## src/design/avs_pkg.sv

```systemverilog
package avs_pkg;

  // Widths fixed by the item and register formats
  localparam int TIME_BITS_DEF = 40;
  localparam int DUR_W         = 24;
  localparam int SPEED_W       = 13;
  localparam int SLEEP_W       = 7;
  localparam int ADDR_W        = 4;
  localparam int DATA_W        = 32;

  // Shared multiplier operand widths
  localparam int MUL_A_W = 24;
  localparam int MUL_B_W = 18;
  localparam int PROD_W  = MUL_A_W + MUL_B_W;

  // Minimum datapath width: drift scaled by 256 plus sign, and division remainders
  localparam int DRIFT_W = 42;

  // Quotient bits resolved by the divider (one overflow test on top)
  localparam int QUO_W = 8;

  // Register reset values
  localparam logic [DUR_W-1:0]   VIDEO_NOM_RST = 24'd40000;
  localparam logic [DUR_W-1:0]   AUDIO_NOM_RST = 24'd20000;
  localparam logic [SPEED_W-1:0] SPEED_RST     = 13'd256;

  // Speed bands and write filter
  localparam logic [SPEED_W-1:0] SPEED_SLOW_MAX = 13'd204;
  localparam logic [SPEED_W-1:0] SPEED_FAST_MIN = 13'd308;
  localparam logic [SPEED_W-1:0] SPEED_MIN_STEP = 13'd2;

  // Drift thresholds in us
  localparam logic [MUL_B_W-1:0] LAG_US       = 18'd100000;
  localparam logic [MUL_B_W-1:0] SLOW_HI_US   = 18'd50000;
  localparam logic [MUL_B_W-1:0] SLOW_LO_US   = 18'd20000;
  localparam logic [MUL_B_W-1:0] FAST_HI_US   = 18'd150000;
  localparam logic [MUL_B_W-1:0] FAST_LO_US   = 18'd60000;
  localparam logic [MUL_B_W-1:0] NORM_HI_US   = 18'd20000;
  localparam logic [MUL_B_W-1:0] NORM_LO_US   = 18'd10000;

  // Q16 factors, rounded down
  localparam logic [MUL_B_W-1:0] F_ONE  = 18'd65536;
  localparam logic [MUL_B_W-1:0] F_1_5  = 18'd98304;
  localparam logic [MUL_B_W-1:0] F_1_1  = 18'd72089;
  localparam logic [MUL_B_W-1:0] F_0_5  = 18'd32768;
  localparam logic [MUL_B_W-1:0] F_0_9  = 18'd58982;
  localparam logic [MUL_B_W-1:0] F_1_2  = 18'd78643;
  localparam logic [MUL_B_W-1:0] F_1_05 = 18'd68812;
  localparam logic [MUL_B_W-1:0] F_0_8  = 18'd52428;
  localparam logic [MUL_B_W-1:0] F_0_95 = 18'd62259;

  // Divisor scale: 256 (Q8 speed) * 1000 (us to ms)
  localparam logic [MUL_B_W-1:0] DIV_SCALE = 18'd256000;

  // Drift clip limits, 33-bit signed
  localparam logic [32:0] DRIFT_POS_MAX = {1'b0, {32{1'b1}}};
  localparam logic [32:0] DRIFT_NEG_MAX = {1'b1, {32{1'b0}}};

  // Sleep limits in ms
  localparam logic [SLEEP_W-1:0] SLEEP_MIN    = 7'd1;
  localparam logic [SLEEP_W-1:0] SLEEP_MAX    = 7'd100;
  localparam logic [SLEEP_W-1:0] SLEEP_PAUSED = 7'd100;

  typedef enum logic [1:0] {
    REG_VIDEO_NOM = 2'd0,
    REG_AUDIO_NOM = 2'd1,
    REG_SPEED     = 2'd2,
    REG_PAUSED    = 2'd3
  } reg_idx_t;

  typedef struct packed {
    logic [DUR_W-1:0]   video_nom;
    logic [DUR_W-1:0]   audio_nom;
    logic [SPEED_W-1:0] speed;
    logic               paused;
  } cfg_t;

  typedef enum logic {
    ALU_SUB,
    ALU_ADD
  } alu_op_t;

  typedef enum logic [1:0] {
    BAND_SLOW,
    BAND_NORM,
    BAND_FAST
  } band_t;

  // Drift tests in the order they are tried
  typedef enum logic [2:0] {
    TST_LAG,
    TST_POS_HI,
    TST_POS_LO,
    TST_NEG_HI,
    TST_NEG_LO
  } tst_t;

  function automatic band_t band_of(logic [SPEED_W-1:0] speed);
    band_t b;
    if (speed <= SPEED_SLOW_MAX) begin
      b = BAND_SLOW;
    end else if (speed >= SPEED_FAST_MIN) begin
      b = BAND_FAST;
    end else begin
      b = BAND_NORM;
    end
    return b;
  endfunction

  // Threshold for a test, before scaling by speed
  function automatic logic [MUL_B_W-1:0] thr_us(band_t band, tst_t tst);
    logic hi;
    logic [MUL_B_W-1:0] k;
    hi = (tst == TST_POS_HI) || (tst == TST_NEG_HI);
    k  = LAG_US;
    if (tst != TST_LAG) begin
      case (band)
        BAND_SLOW: k = hi ? SLOW_HI_US : SLOW_LO_US;
        BAND_FAST: k = hi ? FAST_HI_US : FAST_LO_US;
        BAND_NORM: k = hi ? NORM_HI_US : NORM_LO_US;
        default:   k = hi ? NORM_HI_US : NORM_LO_US;
      endcase
    end
    return k;
  endfunction

  // Frame-delay factor picked when a test hits
  function automatic logic [MUL_B_W-1:0] factor(band_t band, tst_t tst);
    logic norm;
    logic [MUL_B_W-1:0] f;
    norm = (band == BAND_NORM);
    case (tst)
      TST_POS_HI: f = norm ? F_1_2  : F_1_5;
      TST_POS_LO: f = norm ? F_1_05 : F_1_1;
      TST_NEG_HI: f = norm ? F_0_8  : F_0_5;
      TST_NEG_LO: f = norm ? F_0_95 : F_0_9;
      default:    f = F_ONE;
    endcase
    return f;
  endfunction

endpackage

```

## src/design/avs_if.sv

```systemverilog
// Update request channel
interface avs_req_if #(
  parameter int TIME_BITS = avs_pkg::TIME_BITS_DEF
);
  logic                             valid;
  logic                             ready;
  logic                             req_type;
  logic signed [TIME_BITS-1:0]      pts_us;
  logic [avs_pkg::DUR_W-1:0]        duration_us;

  modport source (output valid, req_type, pts_us, duration_us, input ready);
  modport sink   (input valid, req_type, pts_us, duration_us, output ready);
endinterface

// Frame sleep result channel
interface avs_rsp_if;
  logic                        valid;
  logic                        ready;
  logic [avs_pkg::SLEEP_W-1:0] sleep_ms;

  modport source (output valid, sleep_ms, input ready);
  modport sink   (input valid, sleep_ms, output ready);
endinterface

```

## src/design/avs_cfg.sv

```systemverilog
module avs_cfg (
  input  logic                        clk,
  input  logic                        rst,
  input  logic                        psel,
  input  logic                        penable,
  input  logic                        pwrite,
  input  logic [avs_pkg::ADDR_W-1:0]  paddr,
  input  logic [avs_pkg::DATA_W-1:0]  pwdata,
  output logic [avs_pkg::DATA_W-1:0]  prdata,
  output logic                        pready,
  output avs_pkg::cfg_t               cfg
);

  logic                         wr_en;
  avs_pkg::reg_idx_t            idx;
  logic [avs_pkg::SPEED_W-1:0]  speed_wr;
  logic [avs_pkg::SPEED_W-1:0]  speed_delta;
  logic                         speed_ok;

  assign pready = 1'b1;
  assign wr_en  = psel && penable && pwrite && pready;
  assign idx    = avs_pkg::reg_idx_t'(paddr[avs_pkg::ADDR_W-1:2]);

  // Speed writes of zero or within two steps of the current value are dropped
  assign speed_wr    = pwdata[avs_pkg::SPEED_W-1:0];
  assign speed_delta = (speed_wr > cfg.speed) ? (speed_wr - cfg.speed)
                                              : (cfg.speed - speed_wr);
  assign speed_ok    = (speed_wr != '0) && (speed_delta > avs_pkg::SPEED_MIN_STEP);

  // Register writes
  always_ff @(posedge clk) begin
    if (rst) begin
      cfg.video_nom <= avs_pkg::VIDEO_NOM_RST;
      cfg.audio_nom <= avs_pkg::AUDIO_NOM_RST;
      cfg.speed     <= avs_pkg::SPEED_RST;
      cfg.paused    <= 1'b0;
    end else if (wr_en) begin
      unique case (idx)
        avs_pkg::REG_VIDEO_NOM: cfg.video_nom <= pwdata[avs_pkg::DUR_W-1:0];
        avs_pkg::REG_AUDIO_NOM: cfg.audio_nom <= pwdata[avs_pkg::DUR_W-1:0];
        avs_pkg::REG_SPEED: begin
          if (speed_ok) cfg.speed <= speed_wr;
        end
        avs_pkg::REG_PAUSED:    cfg.paused    <= pwdata[0];
      endcase
    end
  end

  // Read mux
  always_comb begin
    unique case (idx)
      avs_pkg::REG_VIDEO_NOM: prdata = avs_pkg::DATA_W'(cfg.video_nom);
      avs_pkg::REG_AUDIO_NOM: prdata = avs_pkg::DATA_W'(cfg.audio_nom);
      avs_pkg::REG_SPEED:     prdata = avs_pkg::DATA_W'(cfg.speed);
      avs_pkg::REG_PAUSED:    prdata = avs_pkg::DATA_W'(cfg.paused);
    endcase
  end

endmodule

```

## src/design/avs_alu.sv

```systemverilog
module avs_alu #(
  parameter int AW = avs_pkg::DRIFT_W
) (
  input  avs_pkg::alu_op_t     op,
  input  logic signed [AW-1:0] a,
  input  logic signed [AW-1:0] b,
  output logic signed [AW-1:0] res,
  output logic                 neg,
  output logic                 zero
);

  // Single add/subtract shared by the clock and drift-test compares, the timestamp sum and the division steps
  always_comb begin
    unique case (op)
      avs_pkg::ALU_ADD: res = a + b;
      avs_pkg::ALU_SUB: res = a - b;
    endcase
  end

  assign neg  = res[AW-1];
  assign zero = (res == '0);

endmodule

```

## src/design/avs_seq.sv

```systemverilog
module avs_seq #(
  parameter int TIME_BITS = avs_pkg::TIME_BITS_DEF,
  parameter int AW        = avs_pkg::DRIFT_W
) (
  input  logic                 clk,
  input  logic                 rst,
  input  avs_pkg::cfg_t        cfg,
  avs_req_if.sink              req,
  avs_rsp_if.source            rsp,
  output avs_pkg::alu_op_t     alu_op,
  output logic signed [AW-1:0] alu_a,
  output logic signed [AW-1:0] alu_b,
  input  logic signed [AW-1:0] alu_res,
  input  logic                 alu_neg,
  input  logic                 alu_zero
);

  localparam int PW   = TIME_BITS - 1;
  localparam int QI_W = $clog2(avs_pkg::QUO_W + 1);
  localparam logic [PW-1:0]   PTS_MAX = {PW{1'b1}};
  localparam logic [QI_W-1:0] QI_TOP  = QI_W'(avs_pkg::QUO_W);

  typedef enum logic [3:0] {
    S_IDLE, S_LOAD, S_SUM, S_PTS, S_GE1, S_GE2, S_FIN, S_DRIFT,
    S_TMUL, S_TCMP, S_NMUL, S_DMUL, S_DIV, S_QOUT, S_OUT
  } state_t;

  state_t state;

  // Latched transaction
  logic                          is_video;
  logic signed [TIME_BITS-1:0]   in_pts;
  logic [avs_pkg::DUR_W-1:0]     in_dur;

  // Clock state
  logic [PW-1:0]                 video_pts;
  logic [avs_pkg::DUR_W-1:0]     video_dur;
  logic                          video_valid;
  logic [PW-1:0]                 audio_pts;
  logic [avs_pkg::DUR_W-1:0]     audio_dur;
  logic                          audio_valid;

  // Working registers
  logic [avs_pkg::DUR_W-1:0]     nd;
  logic [PW-1:0]                 sum_sat;
  logic signed [AW-1:0]          acc;
  logic signed [AW-1:0]          dn;
  avs_pkg::tst_t                 tst;
  logic [avs_pkg::MUL_B_W-1:0]   fac;
  logic [avs_pkg::PROD_W-1:0]    prod;
  logic signed [AW-1:0]          rem;
  logic [QI_W-1:0]               bit_i;
  logic [avs_pkg::QUO_W-1:0]     quo;
  logic [avs_pkg::SLEEP_W-1:0]   out_val;
  logic                          rsp_vld;
  logic [avs_pkg::SLEEP_W-1:0]   rsp_sleep;

  // Combinational helpers
  logic [PW-1:0]                 cur_pts;
  logic [avs_pkg::DUR_W-1:0]     cur_dur;
  logic [avs_pkg::DUR_W-1:0]     nom;
  logic [avs_pkg::DUR_W-1:0]     d_prev;
  logic [avs_pkg::DUR_W-1:0]     d_nom;
  logic                          dur_far;
  logic [avs_pkg::DUR_W-1:0]     nd_next;
  logic [PW-1:0]                 p_in;
  logic [PW-1:0]                 sum_sat_next;
  logic [AW-32-1:0]              drift_hi;
  logic [32:0]                   drift_clip;
  logic signed [AW-1:0]          dn_next;
  logic                          both_valid;
  avs_pkg::band_t                band;
  logic signed [AW-1:0]          m;
  logic                          hit;
  logic [avs_pkg::MUL_A_W-1:0]   mul_a;
  logic [avs_pkg::MUL_B_W-1:0]   mul_b;
  logic                          wb_pts_en;
  logic [PW-1:0]                 wb_pts;
  logic                          wb_valid_en;
  logic                          wb_valid;
  logic                          wb_dur_en;

  assign req.ready    = (state == S_IDLE);
  assign rsp.valid    = rsp_vld;
  assign rsp.sleep_ms = rsp_sleep;

  // Selected clock and duration cleanup
  assign cur_pts = is_video ? video_pts : audio_pts;
  assign cur_dur = is_video ? video_dur : audio_dur;
  assign nom     = is_video ? cfg.video_nom : cfg.audio_nom;
  assign d_prev  = (in_dur > cur_dur) ? (in_dur - cur_dur) : (cur_dur - in_dur);
  assign d_nom   = (in_dur > nom) ? (in_dur - nom) : (nom - in_dur);
  assign dur_far = ({d_prev, 1'b0} >= {1'b0, nom}) || ({d_nom, 1'b0} >= {1'b0, nom});
  assign nd_next = ((in_dur == '0) || dur_far) ? nom : in_dur;

  assign p_in         = in_pts[PW-1:0];
  assign sum_sat_next = acc[PW] ? PTS_MAX : acc[PW-1:0];

  // Drift clipped to about 2^32 us, then scaled by 256
  assign drift_hi   = alu_res[AW-1:32];
  assign drift_clip = ((&drift_hi) || !(|drift_hi)) ? alu_res[32:0]
                    : (alu_res[AW-1] ? avs_pkg::DRIFT_NEG_MAX : avs_pkg::DRIFT_POS_MAX);
  assign dn_next    = {{(AW-41){drift_clip[32]}}, drift_clip, 8'h00};
  assign both_valid = video_valid && audio_valid;

  assign band = avs_pkg::band_of(cfg.speed);
  assign m    = AW'(prod);

  // ALU and multiplier operand selection, clock write-back
  always_comb begin
    alu_op      = avs_pkg::ALU_SUB;
    alu_a       = acc;
    alu_b       = '0;
    hit         = 1'b0;
    mul_a       = avs_pkg::MUL_A_W'(cfg.speed);
    mul_b       = avs_pkg::thr_us(band, tst);
    wb_pts_en   = 1'b0;
    wb_pts      = sum_sat;
    wb_valid_en = 1'b0;
    wb_valid    = 1'b1;
    wb_dur_en   = 1'b0;
    unique case (state)
      S_LOAD: begin
        if (!cfg.paused) begin
          if (nom == '0) begin
            wb_valid_en = 1'b1;
            wb_valid    = 1'b0;
          end else begin
            wb_dur_en = 1'b1;
          end
        end
      end
      S_SUM: begin
        alu_op = avs_pkg::ALU_ADD;
        alu_a  = AW'(cur_pts);
        alu_b  = AW'(nd);
      end
      S_PTS: begin
        alu_a = AW'(p_in);
        alu_b = AW'(cur_pts);
        if (in_pts[TIME_BITS-1]) begin
          wb_pts_en   = 1'b1;
          wb_pts      = sum_sat_next;
          wb_valid_en = 1'b1;
        end else if (in_pts == '0) begin
          wb_pts_en   = 1'b1;
          wb_pts      = '0;
          wb_valid_en = 1'b1;
          wb_valid    = (cur_pts == '0);
        end
      end
      S_GE1: begin
        // 2*(p - last) >= nd
        alu_a = acc <<< 1;
        alu_b = AW'(nd);
        if (!alu_neg) begin
          wb_pts_en   = 1'b1;
          wb_valid_en = 1'b1;
        end
      end
      S_GE2: begin
        // 2*(last - p) >= nd, as 2*(p - last) + nd <= 0
        alu_op    = avs_pkg::ALU_ADD;
        alu_a     = acc <<< 1;
        alu_b     = AW'(nd);
        wb_pts_en = 1'b1;
        if (alu_neg || alu_zero) begin
          wb_valid_en = 1'b1;
        end else begin
          wb_pts = p_in;
        end
      end
      S_DRIFT: begin
        alu_a = AW'(video_pts);
        alu_b = AW'(audio_pts);
      end
      S_TCMP: begin
        unique case (tst)
          avs_pkg::TST_LAG: begin
            alu_op = avs_pkg::ALU_ADD;
            alu_a  = dn;
            alu_b  = m;
            hit    = alu_neg || alu_zero;
          end
          avs_pkg::TST_POS_HI, avs_pkg::TST_POS_LO: begin
            alu_a = m;
            alu_b = dn;
            hit   = alu_neg;
          end
          avs_pkg::TST_NEG_HI, avs_pkg::TST_NEG_LO: begin
            alu_op = avs_pkg::ALU_ADD;
            alu_a  = dn;
            alu_b  = m;
            hit    = alu_neg;
          end
          default: hit = 1'b0;
        endcase
      end
      S_NMUL: begin
        mul_a = cur_dur;
        mul_b = fac;
      end
      S_DMUL: begin
        mul_b = avs_pkg::DIV_SCALE;
      end
      S_DIV: begin
        alu_a = rem;
        alu_b = m << bit_i;
      end
      default: begin
        alu_op = avs_pkg::ALU_SUB;
      end
    endcase
  end

  // Sequencer, clock state and output register
  always_ff @(posedge clk) begin
    if (rst) begin
      state       <= S_IDLE;
      rsp_vld     <= 1'b0;
      video_pts   <= '0;
      video_dur   <= avs_pkg::VIDEO_NOM_RST;
      video_valid <= 1'b0;
      audio_pts   <= '0;
      audio_dur   <= avs_pkg::AUDIO_NOM_RST;
      audio_valid <= 1'b0;
    end else begin
      // Drained result; a reload in S_OUT takes over
      if (rsp_vld && rsp.ready && (state != S_OUT)) rsp_vld <= 1'b0;

      // Write-back to the selected clock
      if (wb_pts_en) begin
        if (is_video) video_pts <= wb_pts;
        else          audio_pts <= wb_pts;
      end
      if (wb_valid_en) begin
        if (is_video) video_valid <= wb_valid;
        else          audio_valid <= wb_valid;
      end
      if (wb_dur_en) begin
        if (is_video) video_dur <= nd_next;
        else          audio_dur <= nd_next;
      end

      unique case (state)
        S_IDLE: begin
          if (req.valid) begin
            is_video <= req.req_type;
            in_pts   <= req.pts_us;
            in_dur   <= req.duration_us;
            state    <= S_LOAD;
          end
        end
        S_LOAD: begin
          nd <= nd_next;
          if (cfg.paused) begin
            out_val <= avs_pkg::SLEEP_PAUSED;
            state   <= is_video ? S_OUT : S_IDLE;
          end else if (nom == '0) begin
            state <= is_video ? S_DRIFT : S_IDLE;
          end else begin
            state <= S_SUM;
          end
        end
        S_SUM: begin
          acc   <= alu_res;
          state <= S_PTS;
        end
        S_PTS: begin
          sum_sat <= sum_sat_next;
          acc     <= alu_res;
          state   <= (in_pts[TIME_BITS-1] || (in_pts == '0)) ? S_FIN : S_GE1;
        end
        S_GE1: begin
          state <= alu_neg ? S_GE2 : S_FIN;
        end
        S_GE2: begin
          state <= S_FIN;
        end
        S_FIN: begin
          state <= is_video ? S_DRIFT : S_IDLE;
        end
        S_DRIFT: begin
          dn    <= both_valid ? dn_next : '0;
          tst   <= avs_pkg::TST_LAG;
          state <= S_TMUL;
        end
        S_TMUL: begin
          prod  <= mul_a * mul_b;
          state <= S_TCMP;
        end
        S_TCMP: begin
          if (tst == avs_pkg::TST_LAG) begin
            if (hit) begin
              out_val <= avs_pkg::SLEEP_MIN;
              state   <= S_OUT;
            end else begin
              tst   <= avs_pkg::TST_POS_HI;
              state <= S_TMUL;
            end
          end else if (hit) begin
            fac   <= avs_pkg::factor(band, tst);
            state <= S_NMUL;
          end else if (tst == avs_pkg::TST_NEG_LO) begin
            fac   <= avs_pkg::F_ONE;
            state <= S_NMUL;
          end else begin
            tst   <= avs_pkg::tst_t'(tst + 3'd1);
            state <= S_TMUL;
          end
        end
        S_NMUL: begin
          prod  <= mul_a * mul_b;
          state <= S_DMUL;
        end
        S_DMUL: begin
          rem   <= AW'(prod);
          prod  <= mul_a * mul_b;
          bit_i <= QI_TOP;
          state <= S_DIV;
        end
        S_DIV: begin
          // Restoring division, one quotient bit per cycle
          if (bit_i == QI_TOP) begin
            if (!alu_neg) begin
              out_val <= avs_pkg::SLEEP_MAX;
              state   <= S_OUT;
            end else begin
              bit_i <= bit_i - 1'b1;
            end
          end else begin
            quo <= {quo[avs_pkg::QUO_W-2:0], !alu_neg};
            if (!alu_neg) rem <= alu_res;
            if (bit_i == '0) state <= S_QOUT;
            else             bit_i <= bit_i - 1'b1;
          end
        end
        S_QOUT: begin
          if (quo == '0) begin
            out_val <= avs_pkg::SLEEP_MIN;
          end else if (quo > avs_pkg::QUO_W'(avs_pkg::SLEEP_MAX)) begin
            out_val <= avs_pkg::SLEEP_MAX;
          end else begin
            out_val <= quo[avs_pkg::SLEEP_W-1:0];
          end
          state <= S_OUT;
        end
        S_OUT: begin
          if (!rsp_vld || rsp.ready) begin
            rsp_vld   <= 1'b1;
            rsp_sleep <= out_val;
            state     <= S_IDLE;
          end
        end
        default: state <= S_IDLE;
      endcase
    end
  end

endmodule

```

## src/design/av_sync_frame_delay.sv

```systemverilog
// Audio/video sync clock with frame-sleep result on video updates.
// Audio updates keep the block busy and give no result; a paused video update goes from S_LOAD
// to S_OUT; other video updates run up to 5 drift tests and 9 divider steps before S_OUT.
// One transaction at a time on the single shared add/subtract unit and multiplier; after a
// video update, ready again once the sleep value is in the output register.
// Reset (rst, synchronous): clocks invalid, timestamps 0, durations and registers at defaults.
module av_sync_frame_delay #(
  parameter int TIME_BITS = avs_pkg::TIME_BITS_DEF
) (
  input  logic                        clk,
  input  logic                        rst,
  avs_req_if.sink                     req,
  avs_rsp_if.source                   rsp,
  input  logic                        psel,
  input  logic                        penable,
  input  logic                        pwrite,
  input  logic [avs_pkg::ADDR_W-1:0]  paddr,
  input  logic [avs_pkg::DATA_W-1:0]  pwdata,
  output logic [avs_pkg::DATA_W-1:0]  prdata,
  output logic                        pready
);

  localparam int AW = (TIME_BITS + 2 > avs_pkg::DRIFT_W) ? TIME_BITS + 2 : avs_pkg::DRIFT_W;

  avs_pkg::cfg_t        cfg;
  avs_pkg::alu_op_t     alu_op;
  logic signed [AW-1:0] alu_a;
  logic signed [AW-1:0] alu_b;
  logic signed [AW-1:0] alu_res;
  logic                 alu_neg;
  logic                 alu_zero;

  // Configuration registers
  avs_cfg u_cfg (
    .clk     (clk),
    .rst     (rst),
    .psel    (psel),
    .penable (penable),
    .pwrite  (pwrite),
    .paddr   (paddr),
    .pwdata  (pwdata),
    .prdata  (prdata),
    .pready  (pready),
    .cfg     (cfg)
  );

  // Shared add/subtract unit
  avs_alu #(
    .AW (AW)
  ) u_alu (
    .op   (alu_op),
    .a    (alu_a),
    .b    (alu_b),
    .res  (alu_res),
    .neg  (alu_neg),
    .zero (alu_zero)
  );

  // Sequencer and clock state
  avs_seq #(
    .TIME_BITS (TIME_BITS),
    .AW        (AW)
  ) u_seq (
    .clk      (clk),
    .rst      (rst),
    .cfg      (cfg),
    .req      (req),
    .rsp      (rsp),
    .alu_op   (alu_op),
    .alu_a    (alu_a),
    .alu_b    (alu_b),
    .alu_res  (alu_res),
    .alu_neg  (alu_neg),
    .alu_zero (alu_zero)
  );

endmodule

```

## src/flat_wrapper.sv

```systemverilog
// flat-port wrapper written by rule: the top's interface ports become plain ports
module av_sync_frame_delay_flat 
#(
  parameter int TIME_BITS = avs_pkg::TIME_BITS_DEF
)
  (clk, rst, psel, penable, pwrite, paddr, pwdata, prdata, pready, req_valid, req_req_type, req_pts_us, req_duration_us, req_ready, rsp_valid, rsp_sleep_ms, rsp_ready);
  avs_req_if #(.TIME_BITS(TIME_BITS)) req_i ();
  avs_rsp_if rsp_i ();
  input  logic clk;
  input  logic rst;
  input  logic psel;
  input  logic penable;
  input  logic pwrite;
  input  logic [avs_pkg::ADDR_W-1:0] paddr;
  input  logic [avs_pkg::DATA_W-1:0] pwdata;
  output logic [avs_pkg::DATA_W-1:0] prdata;
  output logic pready;
  input wire logic [$bits(req_i.valid)-1:0] req_valid;
  input wire logic [$bits(req_i.req_type)-1:0] req_req_type;
  input wire logic [$bits(req_i.pts_us)-1:0] req_pts_us;
  input wire logic [$bits(req_i.duration_us)-1:0] req_duration_us;
  output wire logic [$bits(req_i.ready)-1:0] req_ready;
  output wire logic [$bits(rsp_i.valid)-1:0] rsp_valid;
  output wire logic [$bits(rsp_i.sleep_ms)-1:0] rsp_sleep_ms;
  input wire logic [$bits(rsp_i.ready)-1:0] rsp_ready;
  assign req_i.valid = req_valid;
  assign req_i.req_type = req_req_type;
  assign req_i.pts_us = req_pts_us;
  assign req_i.duration_us = req_duration_us;
  assign req_ready = req_i.ready;
  assign rsp_valid = rsp_i.valid;
  assign rsp_sleep_ms = rsp_i.sleep_ms;
  assign rsp_i.ready = rsp_ready;
  av_sync_frame_delay #(.TIME_BITS(TIME_BITS)) u_core (.clk(clk), .rst(rst), .req(req_i), .rsp(rsp_i), .psel(psel), .penable(penable), .pwrite(pwrite), .paddr(paddr), .pwdata(pwdata), .prdata(prdata), .pready(pready));
endmodule
```

## config.mk

```make
export PLATFORM = sky130hd
export DESIGN_NAME = av_sync_frame_delay_flat
export DESIGN_NICKNAME = d
export VERILOG_FILES = /design/src/design/avs_pkg.sv /design/src/design/avs_if.sv /design/src/design/avs_cfg.sv /design/src/design/avs_alu.sv /design/src/design/avs_seq.sv /design/src/design/av_sync_frame_delay.sv /design/src/flat_wrapper.sv
export SDC_FILE = /design/constraint.sdc
export NUM_CORES = 2
export LEC_CHECK = 0
export ABC_CLOCK_PERIOD_IN_PS = 19600
export BUFFER_PORTS_ARGS = -buffer_cell sky130_fd_sc_hd__buf_2
export CORE_AREA = 3 3 337 339
export DETAILED_ROUTE_END_ITERATION = 8
export DIE_AREA = 0 0 340 342
export GPL_ROUTABILITY_DRIVEN = 0
export GPL_TIMING_DRIVEN = 0
export SLEW_MARGIN = 20
export SYNTH_ARGS = -nofsm -noshare
export SYNTH_HDL_FRONTEND = slang
export SYNTH_SLANG_ARGS = --single-unit
```

## constraint.sdc

```tcl
create_clock -name clk -period 19.6 [get_ports clk]
set_clock_uncertainty 0.2 [all_clocks]
set_input_delay 5.88 -clock clk [delete_from_list [all_inputs] [get_ports clk]]
set_output_delay 5.88 -clock clk [all_outputs]
set_load 0.005 [all_outputs]
```

[Yosys cells after proc, flatten, opt, wreduce, memory -nomap -nowiden]
Index checks and enable logic that the tools add are counted.
Word-level totals
  output and inout bits: 42
  logic and storage cells: 254
  bits in writable memories: 0
  register bits: 537
  latch bits: 0
  ROM bits: 0
  memories kept: 0
  bits of input ports: 108
Operators by class
  reductions and logical operators: 67
  divide/modulo/power cells: 0
  eq/ne operators: 39
  add/sub/neg operators: 10
  multipliers: 1
  $lt $le $gt $ge: 9
  mux-type cells: 94
  bitwise logic cells: 5
  shifts and indexed selects: 1
Operators with widths (number)
  one-hot mux 42 bit (2 select lines): 4
  one-hot mux 42 bit (6 select lines): 1
  one-hot mux 42 bit (5 select lines): 1
  two-way mux 39 bit: 5
  two-way mux 24 bit: 6
  one-hot mux 32 bit (4 select lines): 1
  subtractor 24 bit: 4
  two-way mux 42 bit: 2
  one-hot mux 39 bit (2 select lines): 1
  two-way mux 18 bit: 4
  one-hot mux 18 bit (2 select lines): 2
  one-hot mux 17 bit (4 select lines): 1
  two-way mux 33 bit: 2
  one-hot mux 4 bit (15 select lines): 1
  greater-or-equal comparator 25 x 24 -> 1 bit: 2
  two-way mux 7 bit: 7
  greater-than comparator 24 bit: 2
  logical NOT 24 bit: 2
  two-way mux 4 bit: 11
  adder 42 bit: 1
  logical NOT 42 bit: 1
  multiplier 24 x 18 -> 42 bit: 1
  << shifter 42 x 4 -> 42 bit: 1
  subtractor 42 bit: 1
  57 further kinds: 162

[Logic depth before layout (Yosys ltp)]
  word-level depth: 13
  depth in mapped cells: 36
  gate-level depth less buffers: 35

[Hierarchy]
From an unflattened synthesis, not the netlist that was laid out.
Second synthesis, totals
  cell total of the unflattened synthesis: 5880
  area, all modules: 51181.6 um2
By module, submodules not included
  avs_seq: area an instance 43554.3 um2, cells an instance 4817, times used 1, sequential area each 12361.9 um2
  avs_cfg: area an instance 4330.4 um2, cells an instance 565, times used 1, sequential area each 1241.2 um2
  avs_alu: area an instance 3296.9 um2, cells an instance 498, times used 1, sequential area each 0.0 um2

[Least setup slack after synthesis]
Ideal clock, no wire load.
  path kind: input to output
  start point: input port paddr[2] in the netlist's numbering
  end point: output port prdata[10] in the netlist's numbering
  stages on the path: 4
  path slack: 6507 ps
  data required time: 13520 ps
  arrival: 7013 ps
  cells stage by stage: clkbuf_1 buf_1 mux2i_1 o21ai_0
Between the ends
  cells in the longest elaborated chain, start to end: 2
  elaborated cells between the ends (all ways): 5
  those cells by class: 3 x eq/ne; 1 x mux; 1 x reduce/logical
Ends and longest elaborated chain
  from (decl): line flat_wrapper.sv:14  | input logic [avs_pkg::ADDR_W-1:0] paddr;
  equality test 2 bit, or another cell as far along: line avs_cfg.sv:51  | unique case (idx)
  one-hot mux 32 bit (4 select lines) *: line avs_cfg.sv:51
  to (decl): line flat_wrapper.sv:16  | output logic [avs_pkg::DATA_W-1:0] prdata;
Every way passes the cells marked *; elsewhere a longest branch is shown, timed or not. The select of a mux whose other input is x is not followed.

[Worst setup path after layout]
  start point: register u_core.u_seq.is_video
  end point: register u_core.u_seq.video_dur[21] in the netlist's numbering
Between the ends
  cells in the longest elaborated chain, start to end: 7
  elaborated cells between the ends (all ways): 20
  those cells by class: 4 x add/sub; 4 x order compare; 8 x mux; 4 x reduce/logical
Ends and longest elaborated chain
  from (decl): line avs_seq.sv:31  | logic is_video;
  from (signal assigned): line avs_seq.sv:248  | is_video <= req.req_type;
  two-way mux 24 bit, on equally long branches: line avs_seq.sv:89, avs_seq.sv:90
  subtractor 24 bit, or another cell as far along: line avs_seq.sv:91  | assign d_prev = (in_dur > cur_dur) ? (in_dur - cur_dur) : (cur_dur - in_dur);
  two-way mux 24 bit, on equally long branches: line avs_seq.sv:91, avs_seq.sv:92
  greater-or-equal comparator 25 x 24 -> 1 bit: line avs_seq.sv:93  | assign dur_far = ({d_prev, 1'b0} >= {1'b0, nom}) || ({d_nom, 1'b0} >= {1'b0, nom});
  logical OR 1 bit: line avs_seq.sv:93
  logical OR 1 bit: line avs_seq.sv:94  | assign nd_next = ((in_dur == '0) || dur_far) ? nom : in_dur;
  two-way mux 24 bit *: line avs_seq.sv:94
  via u_core.u_seq.nd_next, one bit: line avs_seq.sv:65  | logic [avs_pkg::DUR_W-1:0] nd_next;
  to (signal assigned): line avs_seq.sv:222  | video_dur <= avs_pkg::VIDEO_NOM_RST;
  to (signal assigned): line avs_seq.sv:241  | if (is_video) video_dur <= nd_next;
  to (decl): line avs_seq.sv:37  | logic [avs_pkg::DUR_W-1:0] video_dur;
Mark *: on every way through the listed nets, which the timed path passes. The rest lies on a longest branch.
A chain may end at the register's enable or synchronous reset.

==> results.yml <==
run_status:
  status: "complete, but fails checks"
  violations: "DRC"
global_routing:
  grt_max_degree: 28
  grt_usage_pct: 35.7
  grt_pass1_vias: 45700
  gr-total-overflow: 0
  antenna_found_initial: 15
  grt_pass1_wl_mm: 308
final_layout:
  fillers: 10600
  nNetsFinal: 6758
  area_delta_synth_final_pct: 9.78
  design_area_um2: 56000
  post_route_cells_drive_above_1_share_pct: 8.47
synth:
  async_flop_share_pct: 0
  ys_warn_count: 0
  ys_ff_latch: 518
  synth-edff-count: 323
  avgSynthCellArea_um2: 8.91
  synth_top_cell_by_area: "edfxtp_1"
  synthCells: 5723
  ys_types: 105
  synth_ff_type: "edfxtp_1"
  synth_area_leaders: "edfxtp_1 19%, fa_1 14%, ha_1 8.1%"
  yosysSeqAreaShare_pct: 26.7
  yosysTopAreaCellShare_pct: 19.0
  ys_top_cells_by_count: "770 x nand2_1, 621 x inv_1, 362 x nor2_1, 359 x fa_1, 330 x ha_1"
  synth_most_common_cell: "nand2_1"
  netlist_area_um2: 51000
pwr:
  irDropWorstVdd_uv: 232
  p_leak_nw: 23.6
  finalPower_mw: 10.0
  p_per_area_nw_per_um2: 179
clock_tree:
  clk_pin_slew_ns: 0.06
  clock_latency_ns: 0.72
  cts_tree: "built"
  numCtsBuffers: 59
  post_cts_buffers: 0
  cts-htree-levels: 2
  cts_resized: 0
  clockBufferDepth: 3
  ctsHoldBuffers: 0
  root_buffer: "clkbuf_16"
  cts_sinks: 518
job:
  drv_cap: 0
setup_path:
  crit_fanout: 10
  crit_required_ns: 20.00
  arrival_ns: 14.65
  path_class: "reg -> reg"
  crit_top_cell: "buf_1"
  slowest_delay_ns: 0.97
  endpoint_kind: "register"
  cp-start-kind: "register"
  slowest_stage: "clkbuf_1"
die:
  die_h_um: 342
  die-area_um2: 116000
  die_w_um: 340
  pin_count: 150
  rows: 122
  start_util_pct: 46.1
  coreArea_um2: 111000
timing:
  worstMarginPinSlew_ns: 1.23
  clock.fmax_mhz: 70.2
  hold_viol_final: 0
  rsz0062_at_grt: "no"
  hold_ws_ns: 0.175
  maxSlewHeadroom_pct: 17.2
  fin_setup_tns_ns: 0
  fin_crit_sh_pct: 72.7
  setup_viol: 0
  finalCriticalPeriod_ns: 14.25
  slew_viol_final: 0
drt:
  routedWlPerCell_um: 28.3
  dr.pass1.iters: 9
  num_vias: 48000
  drt_iter0_drc: 6824
  drtAntennaViolNets: 0
  viasPerCell: 6.39
  route.detailed.drc: 11
  wl_mm: 212
placement:
  placed_cell_area_um2: 53900
  port-buffer-count: 129
  place_hpwl_mm: 169
worst_hold_path:
  hold_class: "reg -> reg"
path summary, 6_finish.rpt:
path                                                      to  depth (start not counted)  slack (ns)                    start
worst max-delay path              u_core.u_seq.video_dur[21]                         32        5.35    u_core.u_seq.is_video
worst max register to register    u_core.u_seq.video_dur[21]                         32        5.35    u_core.u_seq.is_video
worst min register to register  u_core.u_seq.rsp.sleep_ms[3]                          0        0.18  u_core.u_seq.out_val[3]
worst min-delay path            u_core.u_seq.rsp.sleep_ms[3]                          0        0.18  u_core.u_seq.out_val[3]
worst max-delay path: cells and delay by family (launching register included):
family          cells  cell delay (ns)
mux                 2             1.41
xor+xnor            1             0.13
fa+ha+maj           2             0.72
buf+inv            10             6.50
simple gates        7             2.07
compound gates     10             2.40
flops               1             0.63
placed cells by master, fill, tap and decap left out, drive strengths merged, types with 114 or more instances in the layout:
cell type / count
dfxtp: 195
o21ai: 243
inv: 625
clkbuf: 332
edfxtp: 323
buf: 247
ha: 330
nand2: 770
nor2: 363
a21oi: 311
fa: 359
mux2i: 191
a21o: 114
state kept, by name (all words and copies together), names as in the netlist, 33 cells and up:
signal                  count
u_core.u_cfg.cfg           62
u_core.u_seq.acc           42
u_core.u_seq.m             42
u_core.u_seq.rem           42
u_core.u_seq.in_pts        40
u_core.u_seq.audio_pts     39
u_core.u_seq.sum_sat       39
u_core.u_seq.video_pts     39
u_core.u_seq.dn            33
per-layer routing:
| metal | track usage (%) | share of wire [%] | vias up |
|---|---|---|---|
| met5 | 0 | 0.033 | - |
| met4 | 22.9 | 8.4 | 6 |
| met3 | 9.50 | 11 | 905 |
| met2 | 54.4 | 43 | 3340 |
| met1 | 45.0 | 38 | 23000 |
| li1 | - | - | 20700 |
report_power, final:
group | switching (mW) | internal (mW) | leakage (nW)
combinational | 4.98 | 2.19 | 18.2
sequential | 0.224 | 1.48 | 4.44
clock | 0.513 | 0.650 | 0.960
layout make-up:
class | count | area, um^2 | area share, %
clock buffer | 70 | 1550 | 2.77
clock inverter | 42 | 452 | 0.807
tap | 1488 | 1860 | 3.33
timing repair buffer | 159 | 903 | 1.61
multi-input combinational | 4244 | 33700 | 60.2
sequential | 518 | 13600 | 24.3
antenna | 13 | 32.5 | 0.0581
inverter | 629 | 2360 | 4.22
buffer | 350 | 1500 | 2.67
metrics by stage:
step / worst slack (ns) / utilization, % / std cells
detailed placement: 5.68 / 48.7 / 7386
floorplan: 6.51 / - / 5741
global placement: 3.46 / 48.4 / 7358
finish: 5.35 / 50.6 / 7513
CTS: 5.68 / 50.5 / 7498
global route: 4.96 / 50.5 / 7503
logic make-up after synthesis:
| group | Yosys count | synth area share, % |
|---|---|---|
| mux | 273 | 6.30 |
| flops | 518 | 26.7 |
| xor+xnor | 148 | 2.54 |
| simple gates | 1746 | 15.9 |
| buf+inv | 979 | 7.56 |
| other cells | 2 | 0.0147 |
| fa+ha+maj | 689 | 22.2 |
| compound gates | 1368 | 18.8 |
Note: power is estimated with default switching activity, not from simulation.
